**src/rtl/epsc_pkg.sv**
```systemverilog
// ----------------------------------------------------------------------------
// epsc_pkg
// shared types and constants for the encoder pid speed controller
// ----------------------------------------------------------------------------
package epsc_pkg;

  localparam logic [1:0] CMD_EDGE = 2'd0;
  localparam logic [1:0] CMD_TICK = 2'd1;
  localparam logic [1:0] CMD_STOP = 2'd2;

  localparam logic [2:0] REG_TARGET = 3'd0;
  localparam logic [2:0] REG_GAIN_P = 3'd1;
  localparam logic [2:0] REG_GAIN_I = 3'd2;
  localparam logic [2:0] REG_GAIN_D = 3'd3;
  localparam logic [2:0] REG_BASE   = 3'd4;
  localparam logic [2:0] REG_CPR    = 3'd5;
  localparam logic [2:0] REG_ILIM   = 3'd6;

  localparam logic [23:0] SPEED_MAX = 24'hFFFFFF;
  localparam logic [15:0] RPM_SCALE = 16'd60000;

  // unsigned restoring divider job: quotient bits produced one per cycle
  typedef struct packed {
    logic        start;
    logic [63:0] num;
    logic [47:0] den;
  } div_req_t;

  typedef struct packed {
    logic        done;
    logic [23:0] quot;
  } div_rsp_t;

endpackage

```
**src/rtl/epsc_div.sv**
```systemverilog
// ----------------------------------------------------------------------------
// epsc_div
// bit-serial restoring divider, saturating quotient to 24 bits
// ----------------------------------------------------------------------------
module epsc_div (
  input  logic               clk,
  input  logic               rst,
  input  epsc_pkg::div_req_t req,
  output epsc_pkg::div_rsp_t rsp
);

  logic [63:0] rem;
  logic [63:0] quo;
  logic [47:0] den;
  logic [6:0]  cnt;
  logic        busy;
  logic        done;
  logic [64:0] trial;
  logic [63:0] shifted;
  logic [23:0] quot_sat;

  // shift in next numerator bit (stored in quo, msb first)
  assign shifted = {rem[62:0], quo[63]};
  assign trial   = {1'b0, shifted} - {17'd0, den};

  always_ff @(posedge clk) begin
    if (rst) begin
      busy <= 1'b0;
      done <= 1'b0;
    end else begin
      done <= 1'b0;
      if (req.start) begin
        busy <= 1'b1;
        rem  <= '0;
        quo  <= req.num;
        den  <= req.den;
        cnt  <= 7'd0;
      end else if (busy) begin
        if (!trial[64]) begin
          rem <= trial[63:0];
          quo <= {quo[62:0], 1'b1};
        end else begin
          rem <= shifted;
          quo <= {quo[62:0], 1'b0};
        end
        cnt <= cnt + 7'd1;
        if (cnt == 7'd63) begin
          busy <= 1'b0;
          done <= 1'b1;
        end
      end
    end
  end

  // saturate; zero divisor gives all ones
  always_comb begin
    if (den == '0 || quo[63:24] != '0) quot_sat = epsc_pkg::SPEED_MAX;
    else quot_sat = quo[23:0];
  end

  assign rsp = {done, quot_sat};

endmodule

```
**src/rtl/epsc_mul.sv**
```systemverilog
// ----------------------------------------------------------------------------
// epsc_mul
// bit-serial shift-add signed multiplier, 16-bit signed by 40-bit signed
// ----------------------------------------------------------------------------
module epsc_mul (
  input  logic               clk,
  input  logic               rst,
  input  logic               start,
  input  logic signed [15:0] a,
  input  logic signed [39:0] b,
  output logic               done,
  output logic signed [55:0] prod
);

  logic signed [55:0] acc;
  logic signed [55:0] mcand;
  logic [15:0]        mplier;
  logic [4:0]         cnt;
  logic               busy;

  always_ff @(posedge clk) begin
    if (rst) begin
      busy <= 1'b0;
      done <= 1'b0;
    end else begin
      done <= 1'b0;
      if (start) begin
        busy   <= 1'b1;
        acc    <= '0;
        mcand  <= 56'(b);
        mplier <= a;
        cnt    <= 5'd0;
      end else if (busy) begin
        // top bit of a two's complement multiplier carries negative weight
        if (mplier[0]) begin
          if (cnt == 5'd15) acc <= acc - mcand;
          else acc <= acc + mcand;
        end
        mcand  <= mcand <<< 1;
        mplier <= mplier >> 1;
        cnt    <= cnt + 5'd1;
        if (cnt == 5'd15) begin
          busy <= 1'b0;
          done <= 1'b1;
        end
      end
    end
  end

  assign prod = acc;

endmodule

```
**src/rtl/encoder_pid_speed_controller_unit.sv**
```systemverilog
// ----------------------------------------------------------------------------
// encoder_pid_speed_controller_unit
// encoder counter, speed measurement and pid duty computation
// ----------------------------------------------------------------------------
// usage
// - s_axis carries one transaction per command: tdata holds command, chan_a,
//   chan_b and elapsed_ms from the low bit up, padded to 24 bits
// - an edge transaction moves the position counter with no result; ready stays
//   high, so edges can follow one per cycle while no result waits at the output
// - a stop transaction gives duty 0 in coast mode and the held speed; the
//   result is shown from the output state
// - a tick transaction measures the speed with a bit-serial 64-step divider,
//   then two 36-step serial divides (integral step, derivative) and three
//   16-step serial gain multiplies before the sum and output states; a tick
//   with elapsed_ms of zero skips the divider and uses the held speed
// - one item is worked at a time; s_axis_tready is low while a tick or stop
//   is in flight or while a finished result waits in the output register
// - m_axis holds its result until taken; a stall simply holds off the next
//   transaction on the input side
// - the apb port writes and reads the seven control registers at 4*index;
//   writes are intended while the block is idle
// - synchronous reset restores register defaults and clears the controller state
// ----------------------------------------------------------------------------
module encoder_pid_speed_controller_unit #(
  parameter int CONTROL_PERIOD_MS = 100,
  parameter int COUNT_BITS        = 32
) (
  input  logic        clk,
  input  logic        rst,
  input  logic        s_axis_tvalid,
  output logic        s_axis_tready,
  input  logic [23:0] s_axis_tdata,  // command[1:0], chan_a, chan_b, elapsed_ms[15:0]
  output logic        m_axis_tvalid,
  input  logic        m_axis_tready,
  output logic [63:0] m_axis_tdata,  // duty[7:0], drive_mode, measured_speed[23:0],
                                     // speed_error[24:0]
  input  logic        psel,
  input  logic        penable,
  input  logic        pwrite,
  input  logic [4:0]  paddr,
  input  logic [31:0] pwdata,
  output logic [31:0] prdata,
  output logic        pready
);

  localparam int PERIOD_W = $clog2(CONTROL_PERIOD_MS + 1);
  localparam logic [PERIOD_W-1:0] PERIOD = PERIOD_W'(CONTROL_PERIOD_MS);
  localparam logic [9:0] MS_PER_S = 10'd1000;

  typedef enum logic [7:0] {
    ST_IDLE = 8'b0000_0001,
    ST_DIV  = 8'b0000_0010,
    ST_ERR  = 8'b0000_0100,
    ST_IDIV = 8'b0000_1000,
    ST_DDIV = 8'b0001_0000,
    ST_MUL  = 8'b0010_0000,
    ST_SUM  = 8'b0100_0000,
    ST_OUT  = 8'b1000_0000
  } state_t;

  state_t state;

  // control registers
  logic [23:0]        target_speed;
  logic signed [15:0] gain_p, gain_i, gain_d;
  logic [7:0]         base_duty;
  logic [15:0]        counts_per_rev;
  logic [14:0]        integral_limit;

  // controller state
  logic [COUNT_BITS-1:0] pulse_count, count_at_last_tick;
  logic [23:0]           speed_reg;
  logic signed [15:0]    integral_sum;
  logic signed [25:0]    last_error;

  logic [1:0]  command;
  logic        chan_a, chan_b;
  logic [15:0] elapsed_ms;
  assign command    = s_axis_tdata[1:0];
  assign chan_a     = s_axis_tdata[2];
  assign chan_b     = s_axis_tdata[3];
  assign elapsed_ms = s_axis_tdata[19:4];

  logic in_acc, out_acc, cfg_wr, tgt_wr;
  assign in_acc  = s_axis_tvalid && s_axis_tready;
  assign out_acc = m_axis_tvalid && m_axis_tready;
  assign pready  = 1'b1;
  assign cfg_wr  = psel && penable && pwrite && pready;
  assign s_axis_tready = (state == ST_IDLE) && !m_axis_tvalid;
  // nonzero target write also clears the integral and the last error
  assign tgt_wr  = cfg_wr && paddr[1:0] == 2'b00 && paddr[4:2] == epsc_pkg::REG_TARGET
                   && pwdata[23:0] != '0;

  // apb register file
  always_ff @(posedge clk) begin
    if (rst) begin
      target_speed   <= 24'd25600;
      gain_p         <= 16'sd512;
      gain_i         <= 16'sd128;
      gain_d         <= 16'sd26;
      base_duty      <= 8'd80;
      counts_per_rev <= 16'd330;
      integral_limit <= 15'd25600;
    end else if (cfg_wr && paddr[1:0] == 2'b00) begin
      case (paddr[4:2])
        epsc_pkg::REG_TARGET: if (pwdata[23:0] != '0) target_speed <= pwdata[23:0];
        epsc_pkg::REG_GAIN_P: gain_p <= pwdata[15:0];
        epsc_pkg::REG_GAIN_I: gain_i <= pwdata[15:0];
        epsc_pkg::REG_GAIN_D: gain_d <= pwdata[15:0];
        epsc_pkg::REG_BASE:   base_duty <= pwdata[7:0];
        epsc_pkg::REG_CPR:    counts_per_rev <= pwdata[15:0];
        epsc_pkg::REG_ILIM:   integral_limit <= pwdata[14:0];
        default: ;
      endcase
    end
  end

  always_comb begin
    case (paddr[4:2])
      epsc_pkg::REG_TARGET: prdata = {8'd0, target_speed};
      epsc_pkg::REG_GAIN_P: prdata = {{16{gain_p[15]}}, gain_p};
      epsc_pkg::REG_GAIN_I: prdata = {{16{gain_i[15]}}, gain_i};
      epsc_pkg::REG_GAIN_D: prdata = {{16{gain_d[15]}}, gain_d};
      epsc_pkg::REG_BASE:   prdata = {24'd0, base_duty};
      epsc_pkg::REG_CPR:    prdata = {16'd0, counts_per_rev};
      epsc_pkg::REG_ILIM:   prdata = {17'd0, integral_limit};
      default:              prdata = '0;
    endcase
  end

  // speed divider
  epsc_pkg::div_req_t div_req;
  epsc_pkg::div_rsp_t div_rsp;
  epsc_div u_div (.clk(clk), .rst(rst), .req(div_req), .rsp(div_rsp));

  // count delta magnitude; the most negative delta keeps its own pattern
  logic [COUNT_BITS-1:0] delta, mag;
  assign delta = pulse_count - count_at_last_tick;
  assign mag   = delta[COUNT_BITS-1] ? (~delta + 1'b1) : delta;

  // numerator = mag * 60000 * 256 built with shifts, one 32x16 product
  logic [47:0] mag_scaled;
  assign mag_scaled = 48'(mag) * 48'(epsc_pkg::RPM_SCALE);

  // denominator = counts_per_rev * elapsed_ms of the accepted tick
  logic [31:0] den_prod;
  assign den_prod = 32'(counts_per_rev) * 32'(elapsed_ms);

  // serial divide for the integral step and the derivative
  logic [35:0] sd_rem, sd_quo;
  logic [5:0]  sd_cnt;
  logic [36:0] sd_trial;
  logic [35:0] sd_shift;
  logic [35:0] sd_q_final;
  logic [15:0] sd_den;
  assign sd_shift   = {sd_rem[34:0], sd_quo[35]};
  assign sd_trial   = {1'b0, sd_shift} - {21'd0, sd_den};
  assign sd_q_final = {sd_quo[34:0], !sd_trial[36]};

  logic signed [25:0] err;
  logic signed [25:0] e_now;
  logic [25:0]        e_mag;
  logic signed [26:0] diff;
  logic [26:0]        diff_mag;
  logic               neg;
  logic signed [31:0] integ_step;
  logic signed [39:0] deriv;
  logic signed [31:0] integ;
  logic signed [31:0] integ_sum32;
  logic signed [15:0] lim_s;

  assign e_now    = 26'(target_speed) - 26'(speed_reg);
  assign e_mag    = e_now[25] ? 26'(-e_now) : e_now;
  assign diff     = 27'(err) - 27'(last_error);
  assign diff_mag = diff[26] ? 27'(-diff) : diff;

  // multiplier shared over three terms
  logic               mul_start, mul_done;
  logic signed [15:0] mul_a;
  logic signed [39:0] mul_b;
  logic signed [55:0] mul_prod;
  logic [1:0]         term;
  logic signed [57:0] total;
  epsc_mul u_mul (.clk(clk), .rst(rst), .start(mul_start), .a(mul_a), .b(mul_b),
                  .done(mul_done), .prod(mul_prod));

  assign lim_s       = {1'b0, integral_limit};
  assign integ_sum32 = 32'(integral_sum) + integ_step;

  always_comb begin
    case (term)
      2'd0:    begin mul_a = gain_p; mul_b = 40'(err);   end
      2'd1:    begin mul_a = gain_i; mul_b = 40'(integ); end
      default: begin mul_a = gain_d; mul_b = deriv;      end
    endcase
  end

  logic [7:0]  duty_o;
  logic [24:0] err_o;
  logic        mode_o;

  always_ff @(posedge clk) begin
    if (rst) begin
      state              <= ST_IDLE;
      pulse_count        <= '0;
      count_at_last_tick <= '0;
      speed_reg          <= '0;
      integral_sum       <= '0;
      last_error         <= '0;
      m_axis_tvalid      <= 1'b0;
      div_req.start      <= 1'b0;
      mul_start          <= 1'b0;
    end else begin
      div_req.start <= 1'b0;
      mul_start     <= 1'b0;
      if (out_acc) m_axis_tvalid <= 1'b0;
      if (tgt_wr) begin
        integral_sum <= '0;
        last_error   <= '0;
      end
      case (state)
        ST_IDLE: begin
          if (in_acc) begin
            case (command)
              epsc_pkg::CMD_EDGE: begin
                if (chan_a == chan_b) pulse_count <= pulse_count + 1'b1;
                else pulse_count <= pulse_count - 1'b1;
              end
              epsc_pkg::CMD_STOP: begin
                duty_o <= '0;
                mode_o <= 1'b0;
                err_o  <= '0;
                state  <= ST_OUT;
              end
              epsc_pkg::CMD_TICK: begin
                if (elapsed_ms != '0) begin
                  count_at_last_tick <= pulse_count;
                  div_req.num        <= {mag_scaled, 16'd0} >> 8;
                  div_req.den        <= 48'(den_prod);
                  div_req.start      <= 1'b1;
                  state              <= ST_DIV;
                end else begin
                  state <= ST_ERR;
                end
              end
              default: ;
            endcase
          end
        end
        ST_DIV: begin
          if (div_rsp.done) begin
            speed_reg <= div_rsp.quot;
            state     <= ST_ERR;
          end
        end
        ST_ERR: begin
          // integral step magnitude: |e| * period, divided by 1000 serially
          err    <= e_now;
          neg    <= e_now[25];
          sd_quo <= 36'(e_mag) * 36'(CONTROL_PERIOD_MS);
          sd_rem <= '0;
          sd_den <= 16'(MS_PER_S);
          sd_cnt <= '0;
          state  <= ST_IDIV;
        end
        ST_IDIV, ST_DDIV: begin
          if (!sd_trial[36]) begin
            sd_rem <= sd_trial[35:0];
            sd_quo <= {sd_quo[34:0], 1'b1};
          end else begin
            sd_rem <= sd_shift;
            sd_quo <= {sd_quo[34:0], 1'b0};
          end
          sd_cnt <= sd_cnt + 6'd1;
          if (sd_cnt == 6'd35) begin
            sd_cnt <= '0;
            if (state == ST_IDIV) begin
              integ_step <= neg ? -32'(sd_q_final) : 32'(sd_q_final);
              // derivative: |e - last| * 1000 / period
              neg    <= diff[26];
              sd_quo <= 36'(diff_mag) * 36'(MS_PER_S);
              sd_rem <= '0;
              sd_den <= 16'(PERIOD);
              state  <= ST_DDIV;
            end else begin
              deriv <= neg ? -40'(sd_q_final) : 40'(sd_q_final);
              if (integ_sum32 > 32'(lim_s)) integ <= 32'(lim_s);
              else if (integ_sum32 < -32'(lim_s)) integ <= -32'(lim_s);
              else integ <= integ_sum32;
              total     <= 58'(base_duty) <<< 16;
              term      <= 2'd0;
              mul_start <= 1'b1;
              state     <= ST_MUL;
            end
          end
        end
        ST_MUL: begin
          if (mul_done) begin
            total <= total + 58'(mul_prod);
            if (term == 2'd2) begin
              state <= ST_SUM;
            end else begin
              term      <= term + 2'd1;
              mul_start <= 1'b1;
            end
          end
        end
        ST_SUM: begin
          integral_sum <= integ[15:0];
          last_error   <= err;
          mode_o       <= 1'b1;
          err_o        <= err[24:0];
          if (total <= 0) duty_o <= '0;
          else if (total[57:16] > 42'd255) duty_o <= 8'd255;
          else duty_o <= total[23:16];
          state <= ST_OUT;
        end
        ST_OUT: begin
          m_axis_tvalid <= 1'b1;
          state         <= ST_IDLE;
        end
        default: state <= ST_IDLE;
      endcase
    end
  end

  assign m_axis_tdata = {6'd0, err_o, speed_reg, mode_o, duty_o};

  a_out_hold: assert property (@(posedge clk) disable iff (rst)
    m_axis_tvalid && !m_axis_tready |=> m_axis_tvalid)
    else $error("result dropped under stall");
  a_busy_noready: assert property (@(posedge clk) disable iff (rst)
    state != ST_IDLE |-> !s_axis_tready)
    else $error("ready while busy");
  a_stop_coast: assert property (@(posedge clk) disable iff (rst)
    m_axis_tvalid && !mode_o |-> duty_o == '0)
    else $error("coast with nonzero duty");

endmodule
```
**config.mk**
```make
export PLATFORM = sky130hd
export DESIGN_NAME = encoder_pid_speed_controller_unit
export DESIGN_NICKNAME = d
export VERILOG_FILES = /design/src/rtl/epsc_pkg.sv /design/src/rtl/epsc_div.sv /design/src/rtl/epsc_mul.sv /design/src/rtl/encoder_pid_speed_controller_unit.sv
export SDC_FILE = /design/constraint.sdc
export NUM_CORES = 2
export LEC_CHECK = 0
export BUFFER_PORTS_ARGS = -buffer_cell sky130_fd_sc_hd__buf_2
export CORE_MARGIN = 5
export CORE_UTILIZATION = 65
export CTS_CLUSTER_SIZE = 40
export DETAILED_ROUTE_END_ITERATION = 8
export HOLD_SLACK_MARGIN = 0.12
export PLACE_DENSITY_LB_ADDON = 0.1
export RECOVER_POWER = 100
export SLEW_MARGIN = 20
export SYNTH_ARGS = -nofsm -noshare
export SYNTH_HDL_FRONTEND = slang
export SYNTH_SLANG_ARGS = --single-unit
```
**constraint.sdc**
```tcl
create_clock -name clk -period 12 [get_ports clk]
set_input_delay 2.4 -clock clk [delete_from_list [all_inputs] [get_ports clk]]
set_output_delay 2.4 -clock clk [all_outputs]
set_load 0.05 [all_outputs]
```
==> impl_results.md <==
* Worst path most repeated cell: fa_1
* Slew headroom at -3.49
* # hold bufs at CTS at 0
* Maximum root-to-sink buffer count at 3
* Post-synthesis sequential element count at 932
* Post-synth top flop: edfxtp_1
* Post_cts resized at 0
* Die area at 128000 um^2
* Routed len/inst at 20.7 um
* Initial Util at 0.655
* P&R area growth vs syn at 6.93%
* Post-Layout Cell Count at 10100
* Final min period at 10.46 ns
* Vias at 62100
* Slew Limit Fails at 1695
* Top Registers: div_req x76, u_div.quo x64, u_div.rem x63
* Post-Synthesis Cells at 8414
* Layout cells sized above 1 at 0.0487
* Total Nets Final at 9644
* CTS tree: built
* CP max-delay cell: a2111oi_0
* Arrival @ worst endpoint at 10.94 ns
* Via density at 6.14
* Placed cells at 9911
* Reg2reg start: pulse_count[7]$_SDFFE_PP0P_
* Hold Crit Start: div_req[28]$_DFFE_PP_
* Worst stage delay on the critical path at 0.71 ns
* Io pins at 167
* DP Wirelength at 158000 um
* Failing checks: max-capacitance violations, max-slew violations
* Reg clk slew, reported paths at 0.06 ns
* Mapped Avg Cell Area at 9.35 um^2
* Sequential area share after synthesis at 0.323
* DRC at 0
* Initial drt markers at 5298
* Status: finished with violations
* Worst Skew at 0.0574 ns
* Antenna-violating nets left at 0
* TNS Setup at 0 ns
* Congestion Overflow GR at 0
* Max reg flops at 76
* Fmax achieved at 95.6 MHz
* Number of global-route vias before repair at 61000
* Ys async rst share at 0
* Cell row count at 127
* Hold crit path type: reg -> reg
* Final hold vios at 0
* Most frequent cells in the layout: inv_1, nand2_1, ha_1
* Clock sink total at 932
* Synth Warn # at 0
* Actual transition at the worst max-transition pin at 6.74 ns
* Crit path max fanout at 24
* Port Buffers at 147
* Final Setup Violations at 0
* Critical Path RT at 12.48 ns
* Total CTS buffers at 103
* Initial antenna violation count at 9
* Worst Setup Start Kind: flip-flop
* RSZ-0062 raised after global routing: no
* Post-CTS setup buffer count at 0
* Core area at 120000 um^2
* Final WL at 210000 um
* H-tree depth at 3
* Max-cap violations at 31
* Hold WS at 0.415 ns
* Largest reg by FF count: div_req
* Global Route Usage Sum at 0.324
* CTS root buffer: clkbuf_16
* Netlist cell types at 94
* Crit Path Category: reg -> reg
* Largest net degree at the start of global routing at 134
* Post-synthesis cell area at 78700 um^2
* Post-synth EDFFs at 677
* First-pass DRT Iterations at 6
* Global-route wire length before repair at 331000 um
* Tcrit/Tclk final at 0.872
* Die height at 358 um
* Clk Latency, worst-skew pair at 0.76 ns
* Commonest non-fill, non-tap cell in the layout: inv_1
* Element type at the critical path end: flip-flop
* Placer Congestion at 0.911
* Critical path origin: pulse_count[7]$_SDFFE_PP0P_
* Chip Width at 358 um
[Yosys cell counts, types with 39 or more instances]
| library cell | count | area share |
|---|---|---|
| inv_1 | 845 | 0.040 |
| nand2b_1 | 67 | 0.0053 |
| mux2i_1 | 54 | 0.0069 |
| nor3_1 | 114 | 0.0073 |
| xor2_1 | 187 | 0.021 |
| and2_1 | 188 | 0.015 |
| nor2b_1 | 90 | 0.0072 |
| ha_1 | 721 | 0.11 |
| a21o_1 | 246 | 0.023 |
| o31ai_1 | 39 | 0.0037 |
| o21a_1 | 62 | 0.0059 |
| dfxtp_1 | 255 | 0.065 |
| a21oi_1 | 653 | 0.042 |
| a31oi_1 | 99 | 0.0079 |
| nand2_1 | 844 | 0.040 |
| nand4_1 | 60 | 0.0048 |
| fa_1 | 451 | 0.11 |
| xnor2_1 | 441 | 0.049 |
| and3_1 | 57 | 0.0045 |
| nand3_1 | 135 | 0.0086 |
| clkbuf_1 | 301 | 0.014 |
| o21bai_1 | 58 | 0.0055 |
| nor2_1 | 642 | 0.031 |
| nor4_1 | 93 | 0.0074 |
| o21ai_0 | 320 | 0.020 |
| a211oi_1 | 63 | 0.0060 |
| a22oi_1 | 61 | 0.0058 |
| edfxtp_1 | 677 | 0.26 |
| or3_1 | 62 | 0.0049 |
| mux2_2 | 64 | 0.0092 |
[per-layer routing]
layer | GRT usage | share of wire | vias up | wire [um]
met5 | 0 | 0.000062 | - | 13
met4 | 0.123 | 0.041 | 2 | 8540
met3 | 0.0541 | 0.079 | 393 | 16600
met2 | 0.527 | 0.46 | 2153 | 96700
met1 | 0.438 | 0.42 | 30200 | 87800
li1 | - | - | 29300 | -
[through the flow]
step	setup WS (ns)	instance area [um^2]	util
finish	1.54	84100	0.700
global route	0.934	84100	0.700
CTS	1.67	84400	0.703
detailed placement	1.69	80800	0.672
global placement	1.97	80800	0.672
floorplan	2.77	78700	-
[critical path: cells and delay by family (launching register included)]
family / cells / cell delay, ns
buffers and inverters: 4 / 0.84
AO/OA/AOI/OAI: 14 / 3.94
XOR/XNOR: 3 / 0.97
flip-flops: 1 / 0.34
adder cells (fa/ha/maj): 7 / 3.43
AND/OR/NAND/NOR: 2 / 0.67
[final cells by class]
| cell class | instances | area (um^2) |
|---|---|---|
| diodes | 5 | 12.5 |
| clock buffers | 131 | 2870 |
| clock inverters | 63 | 795 |
| fillers | 9501 | 36000 |
| inverters | 847 | 3180 |
| multi-input cells | 6317 | 48900 |
| flip-flops and latches | 932 | 25400 |
| well taps | 1612 | 2020 |
| repair buffers | 203 | 913 |
[path summary, 6_finish.rpt]
path	to	slack, ns	cells past startpoint
min	u_div.den[28]$_DFFE_PP_	0.42	0
min reg2reg	u_div.den[28]$_DFFE_PP_	0.42	0
max	div_req[102]$_DFFE_PP_	1.54	30
max reg2reg	div_req[102]$_DFFE_PP_	1.54	30
[logic make-up (layout without fill, tap and decap cells)]
group                      after synthesis  count (layout)  share of synthesized area
and+or+nand+nor                       2482            2482                      0.149
AOI/OAI and AO/OA                     1893            1893                      0.153
buffers and inverters                 1179            1244                     0.0570
adders and majority gates             1175            1175                      0.230
DFF                                    932             932                      0.323
xor gates and xnor gates               629             629                     0.0701
muxes                                  122             122                     0.0172
other                                    2              21                  0.0000955
Power is not shown: default switching activity piles up to over one toggle a cycle in this logic, so the estimate is an artifact.
